**src/crp_pkg.sv**
```systemverilog
package crp_pkg;

    // default number of token bytes this endpoint can compare
    localparam int TOKEN_BYTES_DEFAULT = 8;

    localparam int TOKEN_W   = 64;
    localparam int TOKLEN_W  = 4;
    localparam int MID_W     = 16;
    localparam int POS_W     = 16;
    localparam int SKIP_W    = 17;
    localparam int CODE_W    = 8;
    localparam int CFG_IDX_W = 2;

    // configuration register indexes
    localparam logic [CFG_IDX_W-1:0] CFG_OWN_TOKEN_LENGTH    = 2'd0;
    localparam logic [CFG_IDX_W-1:0] CFG_OWN_TOKEN           = 2'd1;
    localparam logic [CFG_IDX_W-1:0] CFG_EXPECTED_MESSAGE_ID = 2'd2;

    // verdict codes; ST_NONE only lives inside the parser
    typedef enum logic [2:0] {
        ST_OK       = 3'd0,
        ST_ACK      = 3'd1,
        ST_RST      = 3'd2,
        ST_OVERFLOW = 3'd3,
        ST_PROTO    = 3'd4,
        ST_NOT_OURS = 3'd5,
        ST_INVALID  = 3'd6,
        ST_NONE     = 3'd7
    } status_t;

    typedef struct packed {
        logic [TOKLEN_W-1:0] own_token_length;
        logic [TOKEN_W-1:0]  own_token;
        logic [MID_W-1:0]    expected_message_id;
    } cfg_t;

    typedef struct packed {
        status_t           status;
        logic [POS_W-1:0]  payload_offset;
        logic [POS_W-1:0]  payload_length;
        logic [CODE_W-1:0] stored_code;
    } result_t;

endpackage

```
**src/crp_parser.sv**
```systemverilog
module crp_parser
    import crp_pkg::*;
#(
    parameter int TOKEN_BYTES = TOKEN_BYTES_DEFAULT
)
(
    input  logic       clk,
    input  logic       rst_n,
    input  cfg_t       cfg,
    input  logic       step,
    input  logic [7:0] data_byte,
    input  logic       last_byte,
    output result_t    result
);

    typedef enum logic [3:0] {
        PH_H0,
        PH_H1,
        PH_H2,
        PH_H3,
        PH_TOKEN,
        PH_OPT,
        PH_DELTA_EXT,
        PH_LEN_EXT1,
        PH_LEN_EXT2,
        PH_VALUE,
        PH_PAYLOAD,
        PH_DONE
    } phase_t;

    phase_t              phase_reg, phase_next;
    logic [POS_W-1:0]    pos_reg, pos_next;
    logic [SKIP_W-1:0]   skip_reg, skip_next;
    logic [15:0]         ext_reg, ext_next;
    logic [1:0]          mtype_reg, mtype_next;
    logic [CODE_W-1:0]   code_reg, code_next;
    logic [MID_W-1:0]    mid_reg, mid_next;
    logic [TOKLEN_W-1:0] tkl_reg, tkl_next;
    status_t             verdict_reg, verdict_next;
    logic [POS_W-1:0]    marker_reg, marker_next;
    logic [CODE_W-1:0]   rcode_reg, rcode_next;

    logic [POS_W-1:0]    count;
    logic [POS_W-1:0]    tok_idx;
    logic [2:0]          tok_sel;
    logic [7:0]          tok_want;
    logic                len_nib_en;
    logic [3:0]          len_nib;
    logic                bv_en;
    logic [SKIP_W-1:0]   bv_val;
    logic [SKIP_W-1:0]   skip_dec;

    assign count    = (pos_reg == '1) ? pos_reg : pos_reg + POS_W'(1);
    assign tok_idx  = pos_reg - POS_W'(4);
    assign tok_sel  = 3'd7 - tok_idx[2:0];
    assign tok_want = cfg.own_token[{tok_sel, 3'b000} +: 8];
    assign skip_dec = (skip_reg != '0) ? skip_reg - SKIP_W'(1) : skip_reg;

    always_comb
    begin
        phase_next   = phase_reg;
        skip_next    = skip_reg;
        ext_next     = ext_reg;
        mtype_next   = mtype_reg;
        code_next    = code_reg;
        mid_next     = mid_reg;
        tkl_next     = tkl_reg;
        verdict_next = verdict_reg;
        marker_next  = marker_reg;
        rcode_next   = rcode_reg;
        len_nib_en   = 1'b0;
        len_nib      = 4'h0;
        bv_en        = 1'b0;
        bv_val       = '0;

        unique case (phase_reg)
            PH_H0:
            begin
                mtype_next = data_byte[5:4];
                tkl_next   = data_byte[3:0];
                if (data_byte[7:6] != 2'b01)
                begin
                    verdict_next = ST_PROTO;
                    phase_next   = PH_DONE;
                end
                else
                begin
                    phase_next = PH_H1;
                end
            end
            PH_H1:
            begin
                code_next  = data_byte;
                phase_next = PH_H2;
            end
            PH_H2:
            begin
                mid_next   = {data_byte, 8'h00};
                phase_next = PH_H3;
            end
            PH_H3:
            begin
                mid_next = {mid_reg[15:8], data_byte};
                if (mtype_reg[1])
                begin
                    // ack or reset: must match our request and carry the empty code
                    phase_next = PH_DONE;
                    if (mid_next == cfg.expected_message_id && code_reg == '0)
                    begin
                        if (mtype_reg == 2'b10)
                        begin
                            rcode_next   = code_reg;
                            verdict_next = ST_ACK;
                        end
                        else
                        begin
                            verdict_next = ST_RST;
                        end
                    end
                    else
                    begin
                        verdict_next = ST_NOT_OURS;
                    end
                end
                else if (mtype_reg == 2'b01)
                begin
                    skip_next = SKIP_W'(tkl_reg);
                    if (tkl_reg != cfg.own_token_length
                        || cfg.own_token_length > TOKLEN_W'(TOKEN_BYTES))
                    begin
                        verdict_next = ST_NOT_OURS;
                    end
                    if (tkl_reg == '0)
                    begin
                        phase_next = (verdict_next != ST_NONE) ? PH_DONE : PH_OPT;
                    end
                    else
                    begin
                        phase_next = PH_TOKEN;
                    end
                end
                else
                begin
                    verdict_next = ST_INVALID;
                    phase_next   = PH_DONE;
                end
            end
            PH_TOKEN:
            begin
                if (verdict_reg == ST_NONE)
                begin
                    if (tok_idx < POS_W'(TOKEN_BYTES) && tok_idx < POS_W'(8))
                    begin
                        if (tok_want != data_byte)
                        begin
                            verdict_next = ST_NOT_OURS;
                        end
                    end
                    else
                    begin
                        verdict_next = ST_NOT_OURS;
                    end
                end
                skip_next = skip_dec;
                if (skip_dec == '0)
                begin
                    phase_next = (verdict_next != ST_NONE) ? PH_DONE : PH_OPT;
                end
            end
            PH_OPT:
            begin
                if (data_byte == 8'hFF)
                begin
                    marker_next = count;
                    phase_next  = PH_PAYLOAD;
                end
                else if (data_byte[7:4] == 4'hF)
                begin
                    verdict_next = ST_PROTO;
                    phase_next   = PH_DONE;
                end
                else if (data_byte[7:4] == 4'hD || data_byte[7:4] == 4'hE)
                begin
                    skip_next  = (data_byte[7:4] == 4'hD) ? SKIP_W'(1) : SKIP_W'(2);
                    ext_next   = {12'h000, data_byte[3:0]};
                    phase_next = PH_DELTA_EXT;
                end
                else
                begin
                    len_nib_en = 1'b1;
                    len_nib    = data_byte[3:0];
                end
            end
            PH_DELTA_EXT:
            begin
                skip_next = skip_dec;
                if (skip_dec == '0)
                begin
                    len_nib_en = 1'b1;
                    len_nib    = ext_reg[3:0];
                end
            end
            PH_LEN_EXT1:
            begin
                if (ext_reg == 16'h000D)
                begin
                    bv_en  = 1'b1;
                    bv_val = SKIP_W'(data_byte) + SKIP_W'(13);
                end
                else
                begin
                    ext_next   = {8'h00, data_byte};
                    phase_next = PH_LEN_EXT2;
                end
            end
            PH_LEN_EXT2:
            begin
                bv_en  = 1'b1;
                bv_val = {1'b0, ext_reg[7:0], data_byte} + SKIP_W'(269);
            end
            PH_VALUE:
            begin
                skip_next = skip_dec;
                if (skip_dec == '0)
                begin
                    phase_next = PH_OPT;
                end
            end
            PH_PAYLOAD:
            begin
                phase_next = PH_PAYLOAD;
            end
            default:
            begin
                phase_next = PH_DONE;
            end
        endcase

        // option length nibble, shared by plain and delta-extended headers
        if (len_nib_en)
        begin
            if (len_nib == 4'hF)
            begin
                verdict_next = ST_PROTO;
                phase_next   = PH_DONE;
            end
            else if (len_nib == 4'hD || len_nib == 4'hE)
            begin
                ext_next   = {12'h000, len_nib};
                phase_next = PH_LEN_EXT1;
            end
            else
            begin
                bv_en  = 1'b1;
                bv_val = SKIP_W'(len_nib);
            end
        end

        // start of an option value
        if (bv_en)
        begin
            skip_next  = bv_val;
            phase_next = (bv_val != '0) ? PH_VALUE : PH_OPT;
        end

        // verdict for the datagram, from the state after this byte
        result.payload_offset = '0;
        result.payload_length = '0;
        if (count < POS_W'(4) || phase_next == PH_TOKEN)
        begin
            result.status = ST_OVERFLOW;
        end
        else if (verdict_next != ST_NONE)
        begin
            result.status = verdict_next;
        end
        else if (phase_next == PH_OPT)
        begin
            result.status         = ST_OK;
            result.payload_offset = count;
        end
        else if (phase_next == PH_PAYLOAD && count > marker_next)
        begin
            result.status         = ST_OK;
            result.payload_offset = marker_next;
            result.payload_length = count - marker_next;
        end
        else
        begin
            result.status = ST_OVERFLOW;
        end

        if (last_byte && result.status == ST_OK)
        begin
            rcode_next = code_next;
        end
        result.stored_code = rcode_next;

        pos_next = count;

        // back to the header for the next datagram
        if (last_byte)
        begin
            phase_next   = PH_H0;
            pos_next     = '0;
            skip_next    = '0;
            ext_next     = '0;
            mtype_next   = '0;
            code_next    = '0;
            mid_next     = '0;
            tkl_next     = '0;
            verdict_next = ST_NONE;
            marker_next  = '0;
        end
    end

    always_ff @(posedge clk or negedge rst_n)
    begin
        if (!rst_n)
        begin
            phase_reg   <= PH_H0;
            pos_reg     <= '0;
            skip_reg    <= '0;
            ext_reg     <= '0;
            mtype_reg   <= '0;
            code_reg    <= '0;
            mid_reg     <= '0;
            tkl_reg     <= '0;
            verdict_reg <= ST_NONE;
            marker_reg  <= '0;
            rcode_reg   <= '0;
        end
        else if (step)
        begin
            phase_reg   <= phase_next;
            pos_reg     <= pos_next;
            skip_reg    <= skip_next;
            ext_reg     <= ext_next;
            mtype_reg   <= mtype_next;
            code_reg    <= code_next;
            mid_reg     <= mid_next;
            tkl_reg     <= tkl_next;
            verdict_reg <= verdict_next;
            marker_reg  <= marker_next;
            rcode_reg   <= rcode_next;
        end
    end

endmodule

```
**src/coap_response_parser.sv**
```systemverilog
// the verdict of a datagram is registered and is on the outputs in the cycle after its last beat
// throughput: one byte beat per cycle while in_ready is high, set by the single-pass parser step
// input stalls only while a verdict waits in the output register and out_ready is low
// reset: asynchronous, clears configuration, parser state and the stored response code
// no memory, so no clearing pass after reset
module coap_response_parser
    import crp_pkg::*;
#(
    parameter int TOKEN_BYTES = TOKEN_BYTES_DEFAULT
)
(
    input  logic                 clk,
    input  logic                 rst_n,

    // configuration write channel
    input  logic                 cfg_valid,
    output logic                 cfg_ready,
    input  logic [CFG_IDX_W-1:0] cfg_index,
    input  logic [TOKEN_W-1:0]   cfg_data,

    // datagram byte beats
    input  logic                 in_valid,
    output logic                 in_ready,
    input  logic [7:0]           data_byte,
    input  logic                 last_byte,

    // one verdict beat per datagram
    output logic                 out_valid,
    input  logic                 out_ready,
    output logic [2:0]           status,
    output logic [POS_W-1:0]     payload_offset,
    output logic [POS_W-1:0]     payload_length,
    output logic [CODE_W-1:0]    stored_code
);

    cfg_t    cfg_reg;
    result_t step_result;
    result_t out_reg;
    logic    out_valid_reg;
    logic    in_fire;
    logic    cfg_fire;

    // config writes are always taken; writes beyond the register list are dropped
    assign cfg_ready = 1'b1;
    assign cfg_fire  = cfg_valid && cfg_ready;

    // the output register parts the two sides: a byte is taken while the
    // pending verdict leaves in the same cycle
    assign in_ready = !out_valid_reg || out_ready;
    assign in_fire  = in_valid && in_ready;

    always_ff @(posedge clk or negedge rst_n)
    begin
        if (!rst_n)
        begin
            cfg_reg <= '0;
        end
        else if (cfg_fire)
        begin
            unique case (cfg_index)
                CFG_OWN_TOKEN_LENGTH:
                begin
                    cfg_reg.own_token_length <= cfg_data[TOKLEN_W-1:0];
                end
                CFG_OWN_TOKEN:
                begin
                    cfg_reg.own_token <= cfg_data;
                end
                CFG_EXPECTED_MESSAGE_ID:
                begin
                    cfg_reg.expected_message_id <= cfg_data[MID_W-1:0];
                end
                default:
                begin
                    cfg_reg <= cfg_reg;
                end
            endcase
        end
    end

    // per-byte header, token and option walk
    crp_parser #(
        .TOKEN_BYTES (TOKEN_BYTES)
    ) u_parser (
        .clk       (clk),
        .rst_n     (rst_n),
        .cfg       (cfg_reg),
        .step      (in_fire),
        .data_byte (data_byte),
        .last_byte (last_byte),
        .result    (step_result)
    );

    // verdict register, loaded on the last byte of a datagram
    always_ff @(posedge clk or negedge rst_n)
    begin
        if (!rst_n)
        begin
            out_valid_reg <= 1'b0;
        end
        else if (in_fire && last_byte)
        begin
            out_valid_reg <= 1'b1;
        end
        else if (out_ready)
        begin
            out_valid_reg <= 1'b0;
        end
    end

    always_ff @(posedge clk)
    begin
        if (in_fire && last_byte)
        begin
            out_reg <= step_result;
        end
    end

    assign out_valid      = out_valid_reg;
    assign status         = 3'(out_reg.status);
    assign payload_offset = out_reg.payload_offset;
    assign payload_length = out_reg.payload_length;
    assign stored_code    = out_reg.stored_code;

    // a last byte always produces a verdict beat in the next cycle
    a_last_gives_verdict: assert property (
        @(posedge clk) disable iff (!rst_n)
        (in_fire && last_byte) |=> out_valid
    ) else $error("last byte did not produce a verdict");

    // the internal no-verdict code never reaches the port
    a_no_none_status: assert property (
        @(posedge clk) disable iff (!rst_n)
        out_valid |-> (out_reg.status != ST_NONE)
    ) else $error("verdict without a decided status");

    // error verdicts carry zero offset and length
    a_error_zero_payload: assert property (
        @(posedge clk) disable iff (!rst_n)
        (out_valid && out_reg.status != ST_OK) |->
            (payload_offset == '0 && payload_length == '0)
    ) else $error("error verdict with payload fields");

    // an ok verdict points past the four header bytes
    a_ok_offset: assert property (
        @(posedge clk) disable iff (!rst_n)
        (out_valid && out_reg.status == ST_OK) |-> (payload_offset >= POS_W'(4))
    ) else $error("ok verdict with offset inside the header");

endmodule
```
**config.mk**
```make
export PLATFORM = sky130hd
export DESIGN_NAME = coap_response_parser
export DESIGN_NICKNAME = d
export VERILOG_FILES = /design/src/crp_pkg.sv /design/src/crp_parser.sv /design/src/coap_response_parser.sv
export SDC_FILE = /design/constraint.sdc
export NUM_CORES = 1
export LEC_CHECK = 0
export BUFFER_PORTS_ARGS = -buffer_cell sky130_fd_sc_hd__buf_4
export CAP_MARGIN = 20
export CORE_ASPECT_RATIO = 0.9
export CORE_MARGIN = 1
export CORE_UTILIZATION = 40
export CTS_CLUSTER_SIZE = 30
export DETAILED_ROUTE_END_ITERATION = 10
export GPL_TIMING_DRIVEN = 0
export PLACE_DENSITY = 0.58
export SLEW_MARGIN = 20
export SYNTH_ARGS = -nofsm -noshare
export SYNTH_HDL_FRONTEND = slang
export SYNTH_HIERARCHICAL = 1
export SYNTH_SLANG_ARGS = --single-unit
```
**constraint.sdc**
```tcl
create_clock -name clk -period 4.7 [get_ports clk]
set_input_delay 0.705 -clock clk [delete_from_list [all_inputs] [get_ports clk]]
set_output_delay 0.705 -clock clk [all_outputs]
set_load 0.005 [all_outputs]
```
---- Word level (Yosys, flattened, before mapping) ----
Index checks and enable logic that the tools add are counted.
operators by class
  muxes and demuxes ....................... 102
  shifts and indexed selects .............. 1
  bitwise logic cells ..................... 1
  order comparisons ....................... 4
  equal/unequal tests ..................... 40
  reduce and logical (&&, ||, !) cells .... 33
  add/subtract/negate cells ............... 7
operator list
  operator               number
  $mux 16                14
  $mux 17                12
  $mux 4                 24
  $pmux 16 s2            2
  $shiftx 64x7->8        1
  $mux 3                 19
  $mux 8                 7
  $pmux 17 s3            1
  $eq 4x4->1 const B     10
  $pmux 4 s10            1
  $pmux 17 s2            1
  $reduce_bool 17->1     2
  $mux 32                1
  $eq 4x3->1 const B     6
  $mux 19                1
  $add 16x9->17 const B  1
  $logic_not 17->1       1
  $sub 17x1->17 const B  1
  $add 16x1->16 const B  1
  $eq 16x16->1           1
  $eq 16x16->1 const B   1
  $eq 16x4->1 const B    1
  $gt 16x16->1           1
  $lt 16x3->1 const B    1
  41 further kinds       77
word-level totals
  bits of input ports ..................... 80
  output and inout bits ................... 46
  logic and storage cells ................. 207
  bits in registers ....................... 230

---- Depth between registers and ports, before layout ----
Gate-level depths: netlist of run 1.
  word-level depth ........................ 25
  gate-level depth with buffers ........... 24
  gate-level depth less buffers ........... 19

---- By module ----
The synthesis of run 1 kept the hierarchy.
modules (own cells, without submodules)
  module                area an instance (um^2)  instances  cells an instance  sequential area each (um^2)
  crp_parser            8933.6                   1          1086               2556.2
  coap_response_parser  4510.6                   1          230                3418.3

---- Worst setup path after synthesis of run 1 ----
Ideal clock, no wire load.
  path kind ............................... input -> register
  from .................................... in data_byte[7]
  to ...................................... reg out_reg (netlist bit stored_code[7]) (data pin)
  cell stages on the path ................. 22
  arrival ................................. 5.463 ns
  setup time .............................. 0.149 ns
  slack ................................... -0.913 ns
  data required time ...................... 4.551 ns
  path buffers ............................ 6
  cells stage by stage .................... clkbuf_1 and4_1 clkbuf_1 nand3_1 nor2_1 clkbuf_1 mux2i_1 ha_1 a21o_1 a21oi_1 o21ai_0 o41ai_1 o21ai_0 nor4_1 or4b_1 or2_1 buf_6 o211a_4 buf_6 or3_1 buf_2 o21ai_1
RTL lines
  what                  RTL line                     source
  from (decl)           coap_response_parser.sv:24   input logic [7:0] data_byte,
  to (signal assigned)  coap_response_parser.sv:115  out_reg <= step_result;
  to (decl)             coap_response_parser.sv:38   result_t out_reg;

==> results of run 1 <==
critical path, delay by kind of cell (launching register included):
family	cells	cell delay, ns
mux	1	0.15
xor+xnor	1	0.29
compound gates	4	0.64
fa+ha+maj	1	0.35
buf+inv	5	0.72
flops	1	0.39
simple gates	10	2.09
synth_stat cells, types with 14 or more instances:
| master | instances |
|---|---|
| nand2b_1 | 23 |
| a21oi_1 | 43 |
| a22o_1 | 17 |
| a2bb2oi_1 | 18 |
| nand3_1 | 35 |
| mux2i_1 | 34 |
| nand4_1 | 22 |
| clkbuf_1 | 57 |
| o2bb2ai_1 | 26 |
| nor2_1 | 105 |
| o211ai_1 | 14 |
| edfxtp_1 | 43 |
| o31ai_1 | 19 |
| mux4_2 | 16 |
| mux2_2 | 85 |
| nor3_1 | 25 |
| and2_1 | 15 |
| nor2b_1 | 17 |
| nand2_1 | 99 |
| ha_1 | 22 |
| dfrtp_1 | 184 |
| o21ai_0 | 83 |
| xnor2_1 | 38 |
| xor2_1 | 26 |
| nor4_1 | 24 |
| inv_1 | 26 |
timing repair:
item	CTS	global route
endpoints found under the setup margin	74	55
setup buffers	43	24
resized for setup	107	36
pin swaps	29	12
logic make-up after synthesis:
group                      Yosys count  share of synthesized area (%)
AOI/OAI and AO/OA                  324                           16.6
xor gates and xnor gates            64                           4.17
adders and majority gates           23                           2.20
buffers and inverters              108                           3.74
DFF                                230                           44.4
muxes                              135                           12.3
other                                1                         0.0279
and+or+nand+nor                    431                           16.5
power by group:
group          total, mW  switching (mW)  internal, mW
sequential          2.50           0.210          2.29
combinational       3.44            1.96          1.48
clock               2.04           0.850          1.19
total               7.98            3.02          4.96
layer usage:
| layer | vias to the layer above | wire (µm) |
|---|---|---|
| met5 | - | 0 |
| met4 | 0 | 1140 |
| met3 | 71 | 2600 |
| met2 | 415 | 18200 |
| met1 | 5633 | 19500 |
| li1 | 5346 | - |
cells in the final DEF (no fill, tap or decap), drive strengths merged, types with 8 or more instances in the layout:
master,Yosys,routed
buf,24,217
dfrtp,184,184
nor2,105,105
nand2,99,99
o21ai,94,94
mux2,85,85
clkbuf,57,81
edfxtp,43,43
a21oi,43,43
xnor2,38,38
nand3,35,35
mux2i,34,34
inv,27,27
o2bb2ai,26,26
xor2,26,26
nor3,25,25
nor4,24,24
nand2b,23,23
nand4,23,23
ha,22,22
o31ai,19,19
a2bb2oi,18,18
a22o,17,17
nor2b,17,17
mux4,16,16
o211ai,16,16
and2,15,15
or3,12,12
clkinv,0,12
and3,11,11
a22oi,10,10
a31oi,10,10
o22ai,8,8
through the flow:
step           TNS [ns]  cells
3_5_place_dp     -48.41   1863
5_1_grt           -2.98   1969
4_1_cts               0   1946
2_1_floorplan         0   1316
6_report         -0.895   1969
3_3_place_gp     -47.24   1860
layout make-up:
cell class	count	area [µm²]
Clock buffer	34	721
Buffer	72	462
Multi-Input combinational cell	978	7620
Inverter	27	101
Clock inverter	14	140
Tap cell	422	528
Fill cell	3006	16000
Timing Repair Buffer	192	1510
Sequential cell	230	5990
worst paths after layout:
| path | start | cells after the start | slack (ns) | endpoint |
|---|---|---|---|---|
| max in group asynchronous | rst_n | 2 | 3.83 | u_parser/pos_reg[0] |
| hold reg to reg | u_parser/marker_reg[10] | 1 | 0.49 | u_parser/marker_reg[10] |
| min in group clk | cfg_data[21] | 2 | 0.38 | cfg_reg[37] |
| hold / removal | rst_n | 1 | 0.05 | out_valid |
| setup / recovery | u_parser/pos_reg[1] | 22 | -0.09 | stored_code[3] |
| setup reg to reg | u_parser/pos_reg[1] | 22 | -0.09 | stored_code[3] |
==> impl_metrics.py, run 1 <==
metrics = {
    "drt": {
        "drc": 0,
        "wirelength_mm": 41.5,
        "num_vias": 11465,
        "dr.pass1.iters": 5,
        "drtIter0Drc": 910,
        "wire_per_inst_um": 21.1,
        "ant_nets": 0,
        "via_per_inst": 5.82,
    },
    "clock_network": {
        "cts_tree": "built",
        "h-tree-depth": 1,
        "clockBufferDepth": 3,
        "clk_pin_slew_ns": 0.06,
        "clk_latency_ns": 0.55,
        "cts_root_buffer": "clkbuf_16",
        "clock-sinks": 230,
        "postCtsHoldBufs": 0,
        "cts_inserted_buffers": 26,
    },
    "hold_path": {
        "hold_path_class": "in -> async",
    },
    "timing": {
        "final.setup_skew_ns": 0.0138,
        "worstMarginPinSlew_ns": 0.948,
        "timing.final.ws_setup_ns": -0.0912,
        "maxSlewHeadroom_pct": 36.3,
        "fin_crit_sh_pct": 102,
        "hold_viol": 0,
        "hold_ws_ns": 0.0509,
        "slew_violations": 0,
        "fmax_mhz": 209,
        "min_period_ns": 4.79,
        "rsz0062_at_grt": "yes",
        "setup-violations-final": 15,
    },
    "final_layout": {
        "stdcell_area_um2": 17100,
        "fin_util_pct": 51.7,
        "area_growth_pct": 26.9,
        "layout-drive-gt1-share_pct": 31.3,
        "diodes": 0,
        "fin_nets": 1630,
        "largest_reg_flops": 84,
    },
    "logic_synthesis": {
        "yosysSeqAreaShare_pct": 44.4,
        "synth_fp_nets": 1419,
        "synth_warnings": 6,
        "netlist_top_cells_area": "dfrtp_1 (34%), edfxtp_1 (9.6%), mux2_2 (7.1%)",
        "synth_top_area_share_pct": 34.2,
        "synth_ff_type": "dfrtp_1",
        "netlist_area_um2": 13400,
        "async_flop_share_pct": 81.3,
        "ys_seq_elements": 230,
        "synth_enable_flop_cells": 43,
        "synth.avg_cell_area_um2": 10.2,
        "synthesis.instances": 1316,
        "synth_cell_type_count": 82,
        "synth_top_area_cell": "dfrtp_1",
    },
    "floorplan": {
        "rows": 63,
        "fp.dieW_um": 195,
        "core_um2": 33000,
        "pin_count": 126,
        "dieArea_um2": 34300,
        "start_util_pct": 40.7,
        "die_h_um": 176,
    },
    "pwr": {
        "power_leakage_nw": 6.89,
        "vdd_drop_max_uv": 376,
        "power.density_nw_per_um2": 468,
        "total_power_mw": 7.98,
    },
    "place": {
        "routabilityCongestion": 0.924,
        "io_buffers": 122,
        "dpl_cell_area_um2": 15100,
        "dpl.hpwl_mm": 29.9,
        "dp_slack_ns": -1.09,
    },
    "outcome": {
        "status": "finished with violations",
        "violations": "setup timing",
    },
    "job": {
        "maxCapViolations": 0,
    },
    "global_routing": {
        "grt_pass1_vias": 11023,
        "grt.overflow.total": 0,
        "track_usage_pct": 24.0,
        "grtUsageMet2_pct": 36.9,
        "busiest_layer": "met2",
        "use_met3_pct": 3.46,
        "grt_pass1_wl_mm": 64.7,
        "met1_usage_pct": 35.2,
        "antenna_found_initial": 0,
        "grt_max_degree": 89,
    },
    "setup_path": {
        "critPathCaptureType": "flip-flop",
        "start_kind": "flip-flop",
        "cpPeakStageDelay_ns": 0.49,
        "crit_chain": "clkbuf_8 -> buf_8 -> and3_4 -> nand3_2 -> nor2_4 -> nand3_2 -> xnor2_2 -> mux2i_2 -> ha_2 -> nor2_1 -> nor2_1 -> o41ai_4 -> o21ai_2 -> nor4_4 -> or4b_1 -> or2_1 -> buf_6 -> o211a_4 -> buf_6 -> or3_1 -> buf_6 -> o21ai_1",
        "worst_path_max_delay_cell": "or4b_1",
        "worstPathMaxFanout": 10,
        "critPathMostFrequentCell": "buf_6",
        "crit_required_ns": 5.09,
        "path_class": "reg -> reg",
        "worstPathArrival_ns": 5.18,
    },
}
No activity file was read; power rests on OpenSTA's default activity.
==> run 2, diff against run 1 <==
--- a/config.mk
+++ b/config.mk
@@ -13,7 +13,7 @@
 export CTS_CLUSTER_SIZE = 30
 export DETAILED_ROUTE_END_ITERATION = 10
 export GPL_TIMING_DRIVEN = 0
-export PLACE_DENSITY = 0.58
+export PLACE_DENSITY = 0.57
 export SLEW_MARGIN = 20
 export SYNTH_ARGS = -nofsm -noshare
 export SYNTH_HDL_FRONTEND = slang
==> constraint.sdc (replaced) <==
create_clock -name clk -period 5.72 [get_ports clk]
set_input_delay 0.858 -clock clk [delete_from_list [all_inputs] [get_ports clk]]
set_output_delay 0.858 -clock clk [all_outputs]
set_load 0.005 [all_outputs]
==> run 2 against run 1 <==
Against the previous run: the run now ends clean; register-to-register slack improved by 0.30 ns; total power shrank 21%; maximum frequency shrank 13%; hold slack better by 0.10 ns; wire length decreased by 3.6%; cell area down 5.9%; sequential share of layout area rose by 2.1 points; combinational power decreased by 27%; critical path type unchanged; largest power group unchanged; highest routed layer unchanged.
==> impl_metrics.py, run 2 (same netlist as run 1, synthesis figures left out) <==
metrics = {
    "outcome": {
        "status": "completed",
    },
    "final_layout": {
        "fin_nets": 1576,
        "final_common_cell": "dfrtp_1",
        "stdcell_area_um2": 16100,
        "area_growth_pct": 19.4,
        "largest_reg_flops": 84,
        "layout-drive-gt1-share_pct": 23.1,
        "diodes": 0,
        "final_cell_mix": "dfrtp_1 (184), buf_4 (133), nor2_1 (103)",
    },
    "setup_path": {
        "cp-startpoint": "u_parser/skip_reg[0]",
        "crit_required_ns": 6.09,
        "regToRegSetupSlack_ns": 0.21,
        "path_class": "reg -> reg",
        "r2r-start": "u_parser/skip_reg[0]",
        "r2r-end": "payload_offset[2]",
        "r2r_cells": 15,
        "critPathCaptureType": "flip-flop",
        "start_kind": "flip-flop",
        "worstPathMaxFanout": 10,
        "worstPathArrival_ns": 5.88,
    },
    "clock_network": {
        "clock-sinks": 230,
        "h-tree-depth": 1,
        "clk_pin_slew_ns": 0.06,
        "clockBufferDepth": 3,
        "postCtsHoldBufs": 0,
        "cts_inserted_buffers": 27,
        "cts_root_buffer": "clkbuf_16",
        "cts_tree": "built",
        "clk_latency_ns": 0.55,
    },
    "timing": {
        "maxSlewHeadroom_pct": 26.6,
        "min_period_ns": 5.51,
        "final.setup_skew_ns": 0.0242,
        "rsz0062_at_grt": "no",
        "worstMarginPinSlew_ns": 1.07,
        "fmax_mhz": 182,
        "hold_viol": 0,
        "slew_violations": 0,
        "fin_crit_sh_pct": 96.3,
        "setup-violations-final": 0,
        "timing.final.ws_setup_ns": 0.211,
    },
    "floorplan": {
        "start_util_pct": 40.7,
        "rows": 63,
        "dieArea_um2": 34300,
        "die_h_um": 176,
        "fp.dieW_um": 195,
        "core_um2": 33000,
        "pin_count": 126,
    },
    "pwr": {
        "total_power_mw": 6.27,
        "pwr-share-clk_pct": 27.4,
        "pwr-share-seq_pct": 32.7,
        "power_leakage_nw": 6.49,
        "intPower_mw": 3.91,
        "sw_frac_of_total_pct": 37.5,
        "power.density_nw_per_um2": 390,
        "p_sw_mw": 2.35,
        "p_comb_share_pct": 39.9,
        "vdd_drop_max_uv": 305,
    },
    "drt": {
        "wire_per_inst_um": 20.9,
        "drc": 0,
        "dr.pass1.iters": 8,
        "wirelength_mm": 40.0,
        "via_per_inst": 5.80,
        "drtIter0Drc": 963,
        "ant_nets": 0,
        "num_vias": 11110,
    },
    "place": {
        "dpl_cell_area_um2": 15000,
        "dp_slack_ns": -1.67,
        "routabilityCongestion": 0.946,
        "io_buffers": 122,
        "dpl.hpwl_mm": 29.9,
    },
    "global_routing": {
        "grt_max_degree": 98,
        "track_usage_pct": 23.5,
        "grt.overflow.total": 0,
        "antenna_found_initial": 0,
        "grt_pass1_vias": 10901,
        "grt_pass1_wl_mm": 63.5,
    },
    "hold_path": {
        "hold_path_class": "in -> async",
    },
    "job": {
        "maxCapViolations": 0,
    },
}
[run 2: worst max-delay path by stage]
stage / to / slack, ns / cells past startpoint
after detailed placement: stored_code[4] / -1.67 / 23
after global routing: stored_code[4] / 0.01 / 22
after global placement: stored_code[4] / -1.65 / 23
after CTS: stored_code[4] / 0.02 / 23
after floorplan: stored_code[7] / 0.16 / 22
final: payload_offset[2] / 0.21 / 15
[run 2: what timing repair did]
item | CTS | global route
resized for setup | 12 | 23
setup endpoints to repair | 50 | 48
pin swaps | 0 | 5
setup buffers | 0 | 9
[run 2: layer usage]
layer	share of wire, %	GRT usage (%)
met1	48	34.7
met2	44	36.0
met3	6.6	3.57
met4	2.2	5.54
met5	0	0
[run 2: final cells by class]
type	count	area (µm²)
Multi-Input combinational cell	978	7110
Sequential cell	230	5970
Inverter	27	101
Clock inverter	16	163
Clock buffer	33	718
Tap cell	422	528
Buffer	75	392
Fill cell	3114	17000
Timing Repair Buffer	134	1070
[run 2: worst max-delay path, stage by stage, from the launching register on]
cell and delay, ns:
dfrtp_1 0.43, inv_1 0.14, ha_1 0.23, or3b_1 0.35, clkbuf_1 0.18, or4_4 0.56, o21ai_0 0.25, o211a_2 0.29
nand4_2 0.27, o211ai_1 0.27, nor4bb_1 0.71, a31oi_2 0.32, nor2_1 0.51, clkbuf_1 0.50, a2bb2oi_1 0.14, nor2_1 0.18
[run 2: metrics by stage]
stage	util [%]	hold slack, ns	TNS [ns]	cells
final	48.6	0.156	0	1915
after global routing	48.6	0.159	0	1915
after CTS	48.1	0.146	0	1909
after detailed placement	45.4	0.473	-72.71	1863
after global placement	45.1	0.470	-72.09	1860
after floorplan	-	0.454	0	1316
[run 2: power groups by stage]
stage / clock network, mW / registers (mW) / logic, mW
after floorplan: 0 / 2.01 / 1.77
final: 1.72 / 2.05 / 2.50
after detailed placement: 0 / 2.07 / 2.42
after global placement: 0 / 2.07 / 2.41
after global routing: 1.82 / 2.07 / 2.74
after CTS: 1.76 / 2.04 / 2.43
